`src/csrf_pkg.sv`:
```
// ----------------------------------------------------------------------------
// csrf_pkg
// shared types and constants of the cube sum repeat finder
// ----------------------------------------------------------------------------
package csrf_pkg;

  localparam int HEAP_DEPTH_DEF = 32768;
  localparam int ROOT_WIDTH_DEF = 21;
  localparam int SUM_W          = 63;
  localparam int HIST_W         = 64;
  localparam int CNT_W          = 32;
  localparam int SIZE_W         = 16;
  localparam int PB_W           = 21;
  localparam logic [CNT_W-1:0] STOP_RESET = 32'd1000000;

  localparam logic [1:0] HALT_NONE  = 2'd0;
  localparam logic [1:0] HALT_FULL  = 2'd1;
  localparam logic [1:0] HALT_OVF   = 2'd2;
  localparam logic [1:0] HALT_STOP  = 2'd3;

  typedef enum logic [4:0] {
    ST_IDLE, ST_RD_ROOT, ST_GET_ROOT, ST_GET_LAST, ST_SD_L, ST_SD_R,
    ST_SD_CMP2, ST_SD_CMP, ST_SD_PUT, ST_BASE_CHK, ST_PU_START, ST_PU_L,
    ST_PU_CMP, ST_PU_PUT, ST_BASE_ADV, ST_CUBE1, ST_CUBE1_W, ST_CUBE2,
    ST_CUBE2_W, ST_CUBE_ST, ST_FOUND, ST_SUCC_CHK, ST_SQ, ST_SQ_W, ST_B3,
    ST_B3_W, ST_SUCC, ST_DONE
  } state_t;

  typedef enum logic [4:0] {
    OP_NONE, OP_START, OP_RD_ROOT, OP_GET_ROOT, OP_GET_LAST, OP_SD_L,
    OP_SD_R, OP_SD_CMP2, OP_SD_CMP, OP_SD_PUT, OP_LOAD_BASE, OP_PU_START,
    OP_PU_L, OP_PU_CMP, OP_PU_PUT, OP_BASE_ADV, OP_CUBE1, OP_CUBE2,
    OP_MUL_STEP, OP_CUBE_ST, OP_FOUND, OP_SQ, OP_B3, OP_SUCC
  } op_t;

  typedef struct packed {
    logic can_step;
    logic fill_zero;
    logic has_left;
    logic has_right;
    logic right_less;
    logic child_less;
    logic at_root;
    logic up_less;
    logic b_zero;
    logic halted_nz;
    logic mul_done;
    logic succ_push;
  } status_t;

endpackage

```
`src/csrf_ctrl.sv`:
```
// ----------------------------------------------------------------------------
// csrf_ctrl
// sequencer for pop, sift down, pushes, cube updates and result strobe
// ----------------------------------------------------------------------------
module csrf_ctrl (
  input  logic              clk,
  input  logic              rst,
  input  logic              start,
  input  logic              step_request,
  input  csrf_pkg::status_t st,
  output csrf_pkg::op_t     op,
  output logic              busy,
  output logic              done
);

  csrf_pkg::state_t state, state_next;
  logic is_base;

  always_ff @(posedge clk) begin
    if (rst) begin
      state   <= csrf_pkg::ST_IDLE;
      is_base <= 1'b0;
    end else begin
      state <= state_next;
      if (state == csrf_pkg::ST_BASE_CHK) begin
        is_base <= 1'b1;
      end else if (state == csrf_pkg::ST_SUCC) begin
        is_base <= 1'b0;
      end
    end
  end

  always_comb begin
    state_next = state;
    unique case (state)
      csrf_pkg::ST_IDLE: begin
        if (start) begin
          state_next = (step_request && st.can_step) ? csrf_pkg::ST_RD_ROOT
                                                      : csrf_pkg::ST_DONE;
        end
      end
      csrf_pkg::ST_RD_ROOT:  state_next = csrf_pkg::ST_GET_ROOT;
      csrf_pkg::ST_GET_ROOT: begin
        state_next = st.fill_zero ? csrf_pkg::ST_BASE_CHK : csrf_pkg::ST_GET_LAST;
      end
      csrf_pkg::ST_GET_LAST: state_next = csrf_pkg::ST_SD_L;
      csrf_pkg::ST_SD_L: begin
        state_next = st.has_left ? csrf_pkg::ST_SD_R : csrf_pkg::ST_SD_PUT;
      end
      csrf_pkg::ST_SD_R: begin
        state_next = st.has_right ? csrf_pkg::ST_SD_CMP2 : csrf_pkg::ST_SD_CMP;
      end
      csrf_pkg::ST_SD_CMP2: state_next = csrf_pkg::ST_SD_CMP;
      csrf_pkg::ST_SD_CMP: begin
        state_next = st.child_less ? csrf_pkg::ST_SD_L : csrf_pkg::ST_SD_PUT;
      end
      csrf_pkg::ST_SD_PUT: state_next = csrf_pkg::ST_BASE_CHK;
      csrf_pkg::ST_BASE_CHK: begin
        state_next = st.b_zero ? csrf_pkg::ST_PU_START : csrf_pkg::ST_FOUND;
      end
      csrf_pkg::ST_PU_START: state_next = csrf_pkg::ST_PU_L;
      csrf_pkg::ST_PU_L: begin
        state_next = st.at_root ? csrf_pkg::ST_PU_PUT : csrf_pkg::ST_PU_CMP;
      end
      csrf_pkg::ST_PU_CMP: begin
        state_next = st.up_less ? csrf_pkg::ST_PU_L : csrf_pkg::ST_PU_PUT;
      end
      csrf_pkg::ST_PU_PUT: begin
        state_next = is_base ? csrf_pkg::ST_BASE_ADV : csrf_pkg::ST_DONE;
      end
      csrf_pkg::ST_BASE_ADV: begin
        state_next = st.halted_nz ? csrf_pkg::ST_FOUND : csrf_pkg::ST_CUBE1;
      end
      csrf_pkg::ST_CUBE1:   state_next = csrf_pkg::ST_CUBE1_W;
      csrf_pkg::ST_CUBE1_W: if (st.mul_done) state_next = csrf_pkg::ST_CUBE2;
      csrf_pkg::ST_CUBE2:   state_next = csrf_pkg::ST_CUBE2_W;
      csrf_pkg::ST_CUBE2_W: if (st.mul_done) state_next = csrf_pkg::ST_CUBE_ST;
      csrf_pkg::ST_CUBE_ST: state_next = csrf_pkg::ST_FOUND;
      csrf_pkg::ST_FOUND:   state_next = csrf_pkg::ST_SUCC_CHK;
      csrf_pkg::ST_SUCC_CHK: begin
        state_next = st.halted_nz ? csrf_pkg::ST_DONE : csrf_pkg::ST_SQ;
      end
      csrf_pkg::ST_SQ:   state_next = csrf_pkg::ST_SQ_W;
      csrf_pkg::ST_SQ_W: if (st.mul_done) state_next = csrf_pkg::ST_B3;
      csrf_pkg::ST_B3:   state_next = csrf_pkg::ST_B3_W;
      csrf_pkg::ST_B3_W: if (st.mul_done) state_next = csrf_pkg::ST_SUCC;
      csrf_pkg::ST_SUCC: begin
        state_next = st.succ_push ? csrf_pkg::ST_PU_START : csrf_pkg::ST_DONE;
      end
      csrf_pkg::ST_DONE: state_next = csrf_pkg::ST_IDLE;
      default:           state_next = csrf_pkg::ST_IDLE;
    endcase
  end

  always_comb begin
    op   = csrf_pkg::OP_NONE;
    busy = (state != csrf_pkg::ST_IDLE);
    done = (state == csrf_pkg::ST_DONE);
    unique case (state)
      csrf_pkg::ST_IDLE:     op = start ? csrf_pkg::OP_START : csrf_pkg::OP_NONE;
      csrf_pkg::ST_RD_ROOT:  op = csrf_pkg::OP_RD_ROOT;
      csrf_pkg::ST_GET_ROOT: op = csrf_pkg::OP_GET_ROOT;
      csrf_pkg::ST_GET_LAST: op = csrf_pkg::OP_GET_LAST;
      csrf_pkg::ST_SD_L:     op = csrf_pkg::OP_SD_L;
      csrf_pkg::ST_SD_R:     op = csrf_pkg::OP_SD_R;
      csrf_pkg::ST_SD_CMP2:  op = csrf_pkg::OP_SD_CMP2;
      csrf_pkg::ST_SD_CMP:   op = csrf_pkg::OP_SD_CMP;
      csrf_pkg::ST_SD_PUT:   op = csrf_pkg::OP_SD_PUT;
      csrf_pkg::ST_BASE_CHK: op = csrf_pkg::OP_LOAD_BASE;
      csrf_pkg::ST_PU_START: op = csrf_pkg::OP_PU_START;
      csrf_pkg::ST_PU_L:     op = csrf_pkg::OP_PU_L;
      csrf_pkg::ST_PU_CMP:   op = csrf_pkg::OP_PU_CMP;
      csrf_pkg::ST_PU_PUT:   op = csrf_pkg::OP_PU_PUT;
      csrf_pkg::ST_BASE_ADV: op = csrf_pkg::OP_BASE_ADV;
      csrf_pkg::ST_CUBE1:    op = csrf_pkg::OP_CUBE1;
      csrf_pkg::ST_CUBE2:    op = csrf_pkg::OP_CUBE2;
      csrf_pkg::ST_CUBE1_W,
      csrf_pkg::ST_CUBE2_W,
      csrf_pkg::ST_SQ_W,
      csrf_pkg::ST_B3_W:     op = csrf_pkg::OP_MUL_STEP;
      csrf_pkg::ST_CUBE_ST:  op = csrf_pkg::OP_CUBE_ST;
      csrf_pkg::ST_FOUND:    op = csrf_pkg::OP_FOUND;
      csrf_pkg::ST_SQ:       op = csrf_pkg::OP_SQ;
      csrf_pkg::ST_B3:       op = csrf_pkg::OP_B3;
      csrf_pkg::ST_SUCC:     op = csrf_pkg::OP_SUCC;
      default:               op = csrf_pkg::OP_NONE;
    endcase
  end

endmodule

```
`config.mk`:
```
export PLATFORM = sky130hd
export DESIGN_NAME = csrf_ctrl
export DESIGN_NICKNAME = d
export VERILOG_FILES = /design/src/csrf_pkg.sv /design/src/csrf_ctrl.sv
export SDC_FILE = /design/constraint.sdc
export NUM_CORES = 1
export LEC_CHECK = 0
export ABC_AREA = 1
export BUFFER_PORTS_ARGS = -buffer_cell sky130_fd_sc_hd__buf_4
export CAP_MARGIN = 30
export CORE_MARGIN = 1.5
export CORE_UTILIZATION = 58
export DETAILED_ROUTE_END_ITERATION = 8
export HOLD_SLACK_MARGIN = 0.06
export PLACE_DENSITY = 0.85
export SLEW_MARGIN = 10
export SYNTH_ARGS = -nofsm -noshare
export SYNTH_HDL_FRONTEND = slang
export SYNTH_SLANG_ARGS = --single-unit
```
`constraint.sdc`:
```
create_clock -name clk -period 4.2 [get_ports clk]
set_input_delay 0.42 -clock clk [delete_from_list [all_inputs] [get_ports clk]]
set_output_delay 0.42 -clock clk [all_outputs]
set_load 0.02 [all_outputs]
```
==> impl_metrics.env <==
export IMPL_setup_viol_count_final=0
export IMPL_grt_pass1_vias=1242
export IMPL_crit_path_top_delay_cell="dfxtp_1"
export IMPL_synthTopCellsByArea="nand2_1 20%, dfxtp_1 12%, nand3_1 9.9%"
export IMPL_vias=1373
export IMPL_io_pins=23
export IMPL_rsz0062_at_grt="no"
export IMPL_tightest_slew_ns=0.597
export IMPL_core_um2=1560
export IMPL_nNetsFinal=228
export IMPL_syn_inst=189
export IMPL_drt_iter0_markers=150
export IMPL_drtPass1Iterations=8
export IMPL_routed_via_density=6.08
export IMPL_clkSinkCount=6
export IMPL_finalHoldViolations=0
export IMPL_syn_area_um2=1010
export IMPL_cts_resized=0
export IMPL_ys_seq_area_frac=0.119
export IMPL_swShare=0.589
export IMPL_status="complete, but fails checks"
export IMPL_power_density_nw_per_um2=593
export IMPL_post_cts_buffers=0
export IMPL_relSlewSlack=0.601
export IMPL_synth_top_area_frac=0.201
export IMPL_die_h_um=44.7
export IMPL_critPathArrivalTime_ns=2.36
export IMPL_cp_max_fo=12
export IMPL_ys_ff_latch=6
export IMPL_start_util=0.646
export IMPL_p_leak_nw=0.702
export IMPL_finalWirelength_um=3340
export IMPL_min_path_type="input port to flip-flop"
export IMPL_fin_util=0.762
export IMPL_layout_drive_gt1_share=0.252
export IMPL_cp_start_kind="flip-flop"
export IMPL_skew_ns=0.00639
export IMPL_synthesis_nets=205
export IMPL_seqPwrFrac=0.177
export IMPL_gr_total_overflow=0
export IMPL_cts_buffer_depth=2
export IMPL_power_share_clock=0.075
export IMPL_diodes=0
export IMPL_ant_nets=0
export IMPL_cts_clk_slew_worst_paths_ns=0.05
export IMPL_layout_min_cycle_time_ns=2.78
export IMPL_grt_pass1_wl_um=5420
export IMPL_drv_slew=0
export IMPL_cts_tree="built"
export IMPL_maxCapViolCount=0
export IMPL_crit_type="flip-flop to output pin"
export IMPL_hpwl_um=2600
export IMPL_critPathCaptureType="output pin"
export IMPL_area_growth_syn_to_layout_pct=17.9
export IMPL_total_power_mw=0.704
export IMPL_root_buffer="clkbuf_4"
export IMPL_violations="DRC"
export IMPL_ys_warn_count=0
export IMPL_combinationalPowerShare=0.747
export IMPL_synth_cell_types=25
export IMPL_place_congestion=0.987
export IMPL_place_inst=223
export IMPL_drt_wirelength_per_cell_um=14.8
export IMPL_die_w_um=44.7
export IMPL_fp_dieArea_um2=2000
export IMPL_slowest_delay_ns=0.69
export IMPL_htreeDepth=1
export IMPL_fin_setup_tns_ns=0
export IMPL_port_buffers=21
export IMPL_drcViolationCount=2
export IMPL_syn_mean_instance_area_um2=5.33
export IMPL_cp_top_family="simple AND/OR/NAND/NOR gates"
export IMPL_clkLatencyLatePin_ns=0.25
export IMPL_cts_buffers=3
export IMPL_ir_drop_uv=541
export IMPL_ctsHoldBuffers=0
export IMPL_max_freq_mhz=360
export IMPL_period_share=0.662
export IMPL_critPathRequiredTime_ns=3.78
export IMPL_rows=14
export IMPL_cp_buffers_inverters=2
export IMPL_grt_antenna_before_repair=0
export IMPL_crit_chain="inv_1, nand2_1, nor2_1, nor4_1, nand3_1, buf_4"
export IMPL_finalNonFillerCells=226
export IMPL_grt_use_total=0.367
export IMPL_internal_power_mw=0.290
export IMPL_grt_start_max_net_pins=13
export IMPL_p_switching_mw=0.415
export IMPL_synth_top_area_cell="nand2_1"
==> power by group through the flow <==
stage | Clock [mW] | Sequential (mW) | Combinational [mW]
6_report | 0.0530 | 0.125 | 0.526
5_1_grt | 0.0556 | 0.128 | 0.574
4_1_cts | 0.0540 | 0.123 | 0.515
3_3_place_gp | 0 | 0.123 | 0.502
3_5_place_dp | 0 | 0.124 | 0.510
2_1_floorplan | 0 | 0.0999 | 0.385
==> Yosys cell counts <==
library cell and n:
nand2_1 54, nor2_1 25, inv_1 24, nand3_1 20, nor3_1 9, inv_2 7
nand4_1 7, dfxtp_1 6, nand3_2 5, a21oi_1 4, nand2_2 4, nor2_2 4
nor2_4 4, o21ai_0 4, buf_4 2, a21oi_2 1, a221oi_1 1, a31oi_1 1
buf_2 1, clkinv_2 1, nand2_4 1, nand3_4 1, nor4_1 1, o211ai_1 1
o21ai_2 1
==> stage by stage <==
stage / hold WS [ns] / instance area (um2) / worst slack (ns)
2_1_floorplan: 0.482 / 1010 / 2.48
3_3_place_gp: 0.564 / 1160 / 1.81
3_5_place_dp: 0.601 / 1160 / 1.78
4_1_cts: 0.368 / 1190 / 1.52
5_1_grt: 0.380 / 1190 / 1.24
6_report: 0.375 / 1190 / 1.42
==> registers in the layout (all words and copies together), names as in the netlist <==
signal	flops
is_base	1
state	5
==> per-layer routing <==
layer  global-route usage  up-vias  share of wire
met5                    0        -              0
met4                0.145        0          0.038
met3               0.0245       18           0.11
met2                0.626      109           0.47
met1                0.474      595           0.39
li1                     -      651              -
==> path summary, 6_finish.rpt <==
path                 start        to  slack (ns)  cells past startpoint
setup / recovery  state[4]     op[2]        1.42                      6
hold / removal         rst  state[1]        0.38                      2
setup reg to reg  state[4]  state[0]        2.13                      9
hold reg to reg   state[1]  state[1]        0.61                      2
==> placed cells by master, fill, tap and decap left out, drive strengths merged <==
cell,netlist,final
a21oi,5,5
nor3,9,9
nand2,59,59
nand4,7,7
clkinv,1,1
inv,31,31
a221oi,1,1
a31oi,1,1
nand3,26,26
dfxtp,6,6
nor4,1,1
nor2,33,33
o21ai,5,5
o211ai,1,1
clkbuf,0,3
buf,3,21
==> cell type report <==
cell class	count	area (um2)
clock buffer	3	22.5
fill	132	372
inverter	32	121
timing repair buffer	21	158
sequential	6	120
tap	16	20.0
multi-input combinational	148	746
==> cells by family after synthesis <==
family	Yosys count	share of synthesized area
compound gates	13	0.0795
simple gates	135	0.661
flops	6	0.119
buf+inv	35	0.140
Note: power is estimated with default switching activity, not from simulation.
